File: src/normal_cdf_erfc_approx_top_defines.svh
// Assertion macros shared by the normal CDF block.
`ifndef NORMAL_CDF_ERFC_APPROX_TOP_DEFINES_SVH
`define NORMAL_CDF_ERFC_APPROX_TOP_DEFINES_SVH

// Consequent must hold in the same cycle as the antecedent.
`define NCE_ASSERT_NOW(lbl, ante, cons, msg) \
    lbl: assert property (@(posedge i_clk) disable iff (!i_rst_n) (ante) |-> (cons)) \
        else $error(msg);

// Consequent must hold in the cycle after the antecedent.
`define NCE_ASSERT_NEXT(lbl, ante, cons, msg) \
    lbl: assert property (@(posedge i_clk) disable iff (!i_rst_n) (ante) |=> (cons)) \
        else $error(msg);

`endif

File: src/nce_pkg.sv
// Shared types, widths and constants of the normal CDF pipeline.
`default_nettype none
package nce_pkg;

    typedef struct packed {
        logic valid;
        logic bad;
        logic below;
    } t_side;

    typedef struct packed {
        logic        valid;
        logic        bad;
        logic [24:0] prob;
    } t_res;

    localparam int ZQ_W         = 35;
    localparam int DIV_STEPS    = 35;
    localparam int UQ_W         = 31;
    localparam int PW           = 35;
    localparam int ZSQ_W        = 36;
    localparam int M_W          = 37;
    localparam int WHOLE_W      = 5;
    localparam int HORNER_TERMS = 12;

    localparam logic [31:0]      SQRT_HALF_Q32 = 32'd3037000500;
    localparam logic [ZQ_W-1:0]  ZCLAMP        = 35'h6_0000_0000;
    localparam logic [34:0]      U_BASE        = 35'h1_0000_0000;
    localparam logic [34:0]      U_REM0        = 35'h0_8000_0000;
    localparam logic [29:0]      LN2_Q30       = 30'd744261118;
    localparam logic [M_W-1:0]   BIG_LIM       = 37'd23816355776;
    localparam logic [30:0]      ACC_ONE       = 31'h4000_0000;
    localparam logic [24:0]      PROB_ONE      = 25'h100_0000;

    localparam logic signed [PW-1:0] POLY_COEF [10] = '{
        -35'sd1358833410, 35'sd1073767250, 35'sd401678183, 35'sd103921222,
        -35'sd200025281, 35'sd299432310, -35'sd1218915992, 35'sd1598281745,
        -35'sd882779235, 35'sd183473240
    };

    // floor(2^32 / d) for d = 1 .. 12.
    localparam logic [32:0] RECIP [HORNER_TERMS] = '{
        33'd4294967296, 33'd2147483648, 33'd1431655765, 33'd1073741824,
        33'd858993459, 33'd715827882, 33'd613566756, 33'd536870912,
        33'd477218588, 33'd429496729, 33'd390451572, 33'd357913941
    };

endpackage
`default_nettype wire

File: src/nce_udiv.sv
// Reciprocal stage: t = 1 / (1 + z/2) in Q30, one quotient bit per stage.
`default_nettype none
module nce_udiv (
    input  logic                      i_clk,
    input  logic                      i_rst_n,
    input  logic                      i_en,
    input  nce_pkg::t_side            i_side,
    input  logic [nce_pkg::ZQ_W-1:0]  i_zq,
    output nce_pkg::t_side            o_side,
    output logic [nce_pkg::UQ_W-1:0]  o_uq,
    output logic [nce_pkg::ZQ_W-1:0]  o_zq
);
    import nce_pkg::*;

    t_side           r_side [UQ_W+1];
    logic [34:0]     r_d    [UQ_W+1];
    logic [34:0]     r_rem  [UQ_W+1];
    logic [UQ_W-1:0] r_q    [UQ_W+1];
    logic [ZQ_W-1:0] r_zq   [UQ_W+1];

    always_ff @(posedge i_clk) begin
        if (!i_rst_n) begin
            r_side[0] <= '0;
        end else if (i_en) begin
            r_side[0] <= i_side;
        end
    end

    always_ff @(posedge i_clk) begin
        if (i_en) begin
            r_d[0]   <= U_BASE + {1'b0, i_zq[ZQ_W-1:1]};
            r_rem[0] <= U_REM0;
            r_q[0]   <= '0;
            r_zq[0]  <= i_zq;
        end
    end

    for (genvar s = 0; s < UQ_W; s++) begin : g_div
        logic [35:0] w_trial;
        logic        w_ge;

        assign w_trial = {r_rem[s], 1'b0};
        assign w_ge    = w_trial >= {1'b0, r_d[s]};

        always_ff @(posedge i_clk) begin
            if (!i_rst_n) begin
                r_side[s+1] <= '0;
            end else if (i_en) begin
                r_side[s+1] <= r_side[s];
            end
        end

        always_ff @(posedge i_clk) begin
            if (i_en) begin
                r_rem[s+1] <= w_ge ? 35'(w_trial - {1'b0, r_d[s]}) : 35'(w_trial);
                r_q[s+1]   <= {r_q[s][UQ_W-2:0], w_ge};
                r_d[s+1]   <= r_d[s];
                r_zq[s+1]  <= r_zq[s];
            end
        end
    end

    assign o_side = r_side[UQ_W];
    assign o_uq   = r_q[UQ_W];
    assign o_zq   = r_zq[UQ_W];

endmodule
`default_nettype wire

File: config.mk
export PLATFORM = sky130hd
export DESIGN_NAME = nce_udiv
export DESIGN_NICKNAME = d
export VERILOG_FILES = /design/src/normal_cdf_erfc_approx_top_defines.svh /design/src/nce_pkg.sv /design/src/nce_udiv.sv
export SDC_FILE = /design/constraint.sdc
export NUM_CORES = 2
export LEC_CHECK = 0
export ABC_CLOCK_PERIOD_IN_PS = 4300
export BUFFER_PORTS_ARGS = -buffer_cell sky130_fd_sc_hd__buf_2
export CAP_MARGIN = 20
export CORE_MARGIN = 2
export CORE_UTILIZATION = 55
export DETAILED_ROUTE_END_ITERATION = 10
export PLACE_DENSITY_LB_ADDON = 0.15
export SETUP_SLACK_MARGIN = 0.05
export SLEW_MARGIN = 40
export SYNTH_ARGS = -nofsm -noshare
export SYNTH_HDL_FRONTEND = slang
export SYNTH_MEMORY_MAX_BITS = 65536
export SYNTH_SLANG_ARGS = --single-unit
export TNS_END_PERCENT = 1
File: constraint.sdc
create_clock -name i_clk -period 4.3 [get_ports i_clk]
set_input_delay 1.075 -clock i_clk [delete_from_list [all_inputs] [get_ports i_clk]]
set_output_delay 1.075 -clock i_clk [all_outputs]
set_load 0.005 [all_outputs]
==> summary.md <==
| Metric | Value |
|---|---|
| VDD IR max | `between 0.0004 and 0.0005 V` |
| Vias per cell | `between 5 and 6` |
| DRT iter0 DRCs | `8592` |
| Overall Power | `roughly 130 mW` |
| Die width | `530 um` |
| Cell variety after synth | `95` |
| Largest area contributor in the netlist | `edfxtp_1` |
| CTS tree | `done` |
| WP data required | `a little under 5 ns` |
| Grt total ovfl | `0` |
| Area of the core | `between 200000 and 300000 um^2` |
| Fin nets | `14671` |
| Die H | `around 530 um` |
| Max-cap violation count | `0` |
| DR pass1 iterations | `8` |
| Count leader, synth | `edfxtp_1` |
| Avg WL per Cell | `between 20 and 25 um` |
| PostCTS Resize Cnt | `0` |
| Synthesized instance count | `roughly 13000` |
| H-tree levels | `5` |
| Syn_area_per_cell | `between 10 and 15 um^2` |
| Worst reg2reg path endpoint | `r_rem[6][33]` |
| Slew headroom | `around a third` |
| Hold Path Class | `in -> reg` |
| Number of CTS-inserted buffers | `roughly 320` |
| Clock Pin Slew Worst Setup and Hold Paths | `about 0.060 ns` |
| Setup CP Type | `reg -> reg` |
| ANT nets after route | `0` |
| Later-pin clock latency in the skew report | `between 0.9 and 1 ns` |
| Final Cycle Share | `a little over nine tenths` |
| Crit Path Max Fanout | `4` |
| Startpoint Class | `flip-flop` |
| CTS Sinks | `about 2900` |
| Measured slew at the worst slew-check pin | `~0.98 ns` |
| Min-Delay Path Depth | `1` |
| Setup Viol. Count Final | `0` |
| Vias | `between 100k and 150k` |
| Largest net degree at the start of global routing | `138` |
| Clk root buf | `clkbuf_16` |
| Post-synth EDFFs | `2855` |
| Most instantiated cells after synthesis | `edfxtp_1 (2855), inv_1 (1292), a21oi_1 (1203)` |
| Detailed placement HPWL | `about 280000 um` |
| Max-slew violations | `0` |
| Endpoints failing hold | `0` |
| Reg2reg start | `r_rem[5][0]` |
| Vias in the first global route | `98571` |
| Initial antenna violation count | `5` |
| Post-synth top area share | `a little under three fifths` |
| Routability Congestion | `approximately 0.95` |
| Post-route minimum period | `between 4 and 5 ns` |
| #FFs+latches synth | `approximately 2900` |
| Sequential-to-total area share from yosys stat | `between 50% and 60%` |
| Syn Nets | `14299` |
| FFs w/ async S/R, synth | `0%` |
| Synth-to-layout area growth | `11.6%` |
| Critical path endpoint category | `flip-flop` |
| Crit path setup slack, layout | `between 0.1 and 0.15 ns` |
| Outcome | `finished clean` |
| Hold-fix buffers at CTS | `0` |
| Clock buffer depth | `4` |
| Fmax | `between 200 and 250 MHz` |
| Die footprint | `approximately 280000 um^2` |
| Hold EP | `r_zq[0][0]` |
| Place WS | `between 0.1 and 0.15 ns` |
| Global-route wire length before repair | `569000 um` |
| Post-Syn Area | `between 150000 and 200000 um^2` |
| Rows | `around 190` |
| Primary FF master, synth | `edfxtp_1` |
| I/O Pins | `110` |
| # DRC | `0` |
| Area contributors post-synth | `edfxtp_1 (56%), ha_1 (8.6%), a21oi_1 (4.0%)` |
| Gr usage total | `25.9%` |
| Hold Startpoint | `i_zq[0]` |
| Reg2reg path depth | `14` |
| PD cells | `between 700 and 800 nW/um^2` |
| Skew final | `approximately 0.044 ns` |
| I/O Buffers | `109` |
| Reg2reg setup slack | `around 0.14 ns` |
| Yosys warns | `0` |
| Leakage power | `between 60 and 70 nW` |
| Post-Route WL | `370000 um` |
| Worst Path Arrival | `around 4.8 ns` |
| Starting Density | `55.2%` |
| Post-CTS setup buffer count | `0` |
| RSZ-0062 raised after global routing | `yes` |
| Share of cells above drive strength 1 | `9.16%` |
==> cells by family after synthesis <==
family / share of synthesized area [%]
compound gates: 14.3
xor+xnor: 5.30
fa+ha+maj: 9.03
buf+inv: 4.09
flops: 56.4
mux: 2.07
other cells: 0.00247
simple gates: 8.81
==> flip-flops by register name, summed over array words and instances (netlist names) <==
register / cells
r_zq: 128
r_d: 1085
r_side: 96
r_q: 496
r_rem: 1050
==> layout by cell type (no fill, tap or decap), drive strengths merged, types with 34 or more instances in the layout <==
| cell type | netlist | layout |
|---|---|---|
| a211oi | 75 | 75 |
| a21o | 570 | 570 |
| nor2b | 117 | 117 |
| nand4 | 182 | 182 |
| o21bai | 173 | 173 |
| a31oi | 97 | 97 |
| buf | 56 | 398 |
| o31ai | 53 | 53 |
| o21a | 116 | 116 |
| nand2 | 935 | 935 |
| and2 | 67 | 67 |
| clkbuf | 288 | 358 |
| a211o | 34 | 34 |
| bufinv | 0 | 49 |
| a21oi | 1208 | 1208 |
| nand2b | 104 | 104 |
| nor3 | 120 | 120 |
| o211ai | 37 | 37 |
| xor2 | 378 | 378 |
| and3 | 168 | 168 |
| clkinv | 0 | 126 |
| inv | 1293 | 1309 |
| o21ai | 872 | 872 |
| mux2 | 273 | 273 |
| or3 | 41 | 41 |
| nor4 | 36 | 36 |
| ha | 1051 | 1051 |
| nor2 | 796 | 796 |
| xnor2 | 542 | 542 |
| edfxtp | 2855 | 2855 |
| nand3 | 174 | 174 |
==> final cells by class <==
class	count	area (um^2)
sequential	2855	85700
timing repair buffer	398	3350
fill	21851	106000
antenna	3	7.51
clock inverter	216	2560
multi-input combinational	8686	60500
inverter	1293	4850
clock buffer	358	8170
tap	3705	4640
==> report_power, final <==
group / switching, mW / internal (mW) / leakage (nW) / total, mW
registers: 4.95 / 40.5 / 28.1 / 45.5
logic: 32.1 / 24.4 / 36.4 / 56.4
clock network: 11.3 / 16.7 / 5.18 / 28.0
==> worst max-delay path by stage <==
stage / startpoint / end
after floorplan: i_en / r_side[0][0]
after global placement: r_d[24][0] / r_rem[25][7]
after detailed placement: r_d[24][0] / r_rem[25][7]
after CTS: r_d[13][0] / r_rem[14][27]
after global routing: r_d[2][0] / r_rem[3][34]
final: r_rem[5][0] / r_rem[6][33]
==> stage by stage <==
| stage | TNS, ns | instance area, um^2 | instances | hold WS, ns | util (%) |
|---|---|---|---|---|---|
| final | 0 | 170000 | 17514 | 0.327 | 61.6 |
| after global routing | -0.00655 | 170000 | 17512 | 0.280 | 61.6 |
| after CTS | 0 | 170000 | 17509 | 0.241 | 61.5 |
| after detailed placement | 0 | 159000 | 16935 | 0.405 | 57.6 |
| after global placement | 0 | 159000 | 16935 | 0.400 | 57.6 |
| after floorplan | 0 | 152000 | 13178 | 0.400 | - |
==> metal layers <==
layer	part of all wire, %	up-vias	track usage (%)
met3	5.1	600	2.64
met4	3.2	0	7.82
met2	46	2824	41.2
li1	-	49002	-
met1	46	49119	37.5
met5	0	-	0
==> worst max-delay path: stages (launching register included) <==
cell and delay, ns:
edfxtp_1 0.44, ha_1 0.24, or2_2 0.30, o21ai_0 0.28, a2111oi_0 0.17, buf_4 0.17
o311ai_0 0.50, a21oi_1 0.23, o31ai_1 0.42, o21ai_0 0.14, buf_4 0.17, a311oi_1 0.44
a21oi_1 0.16, xnor2_1 0.14, o21ai_0 0.08
Note: power is estimated with default switching activity, not from simulation.
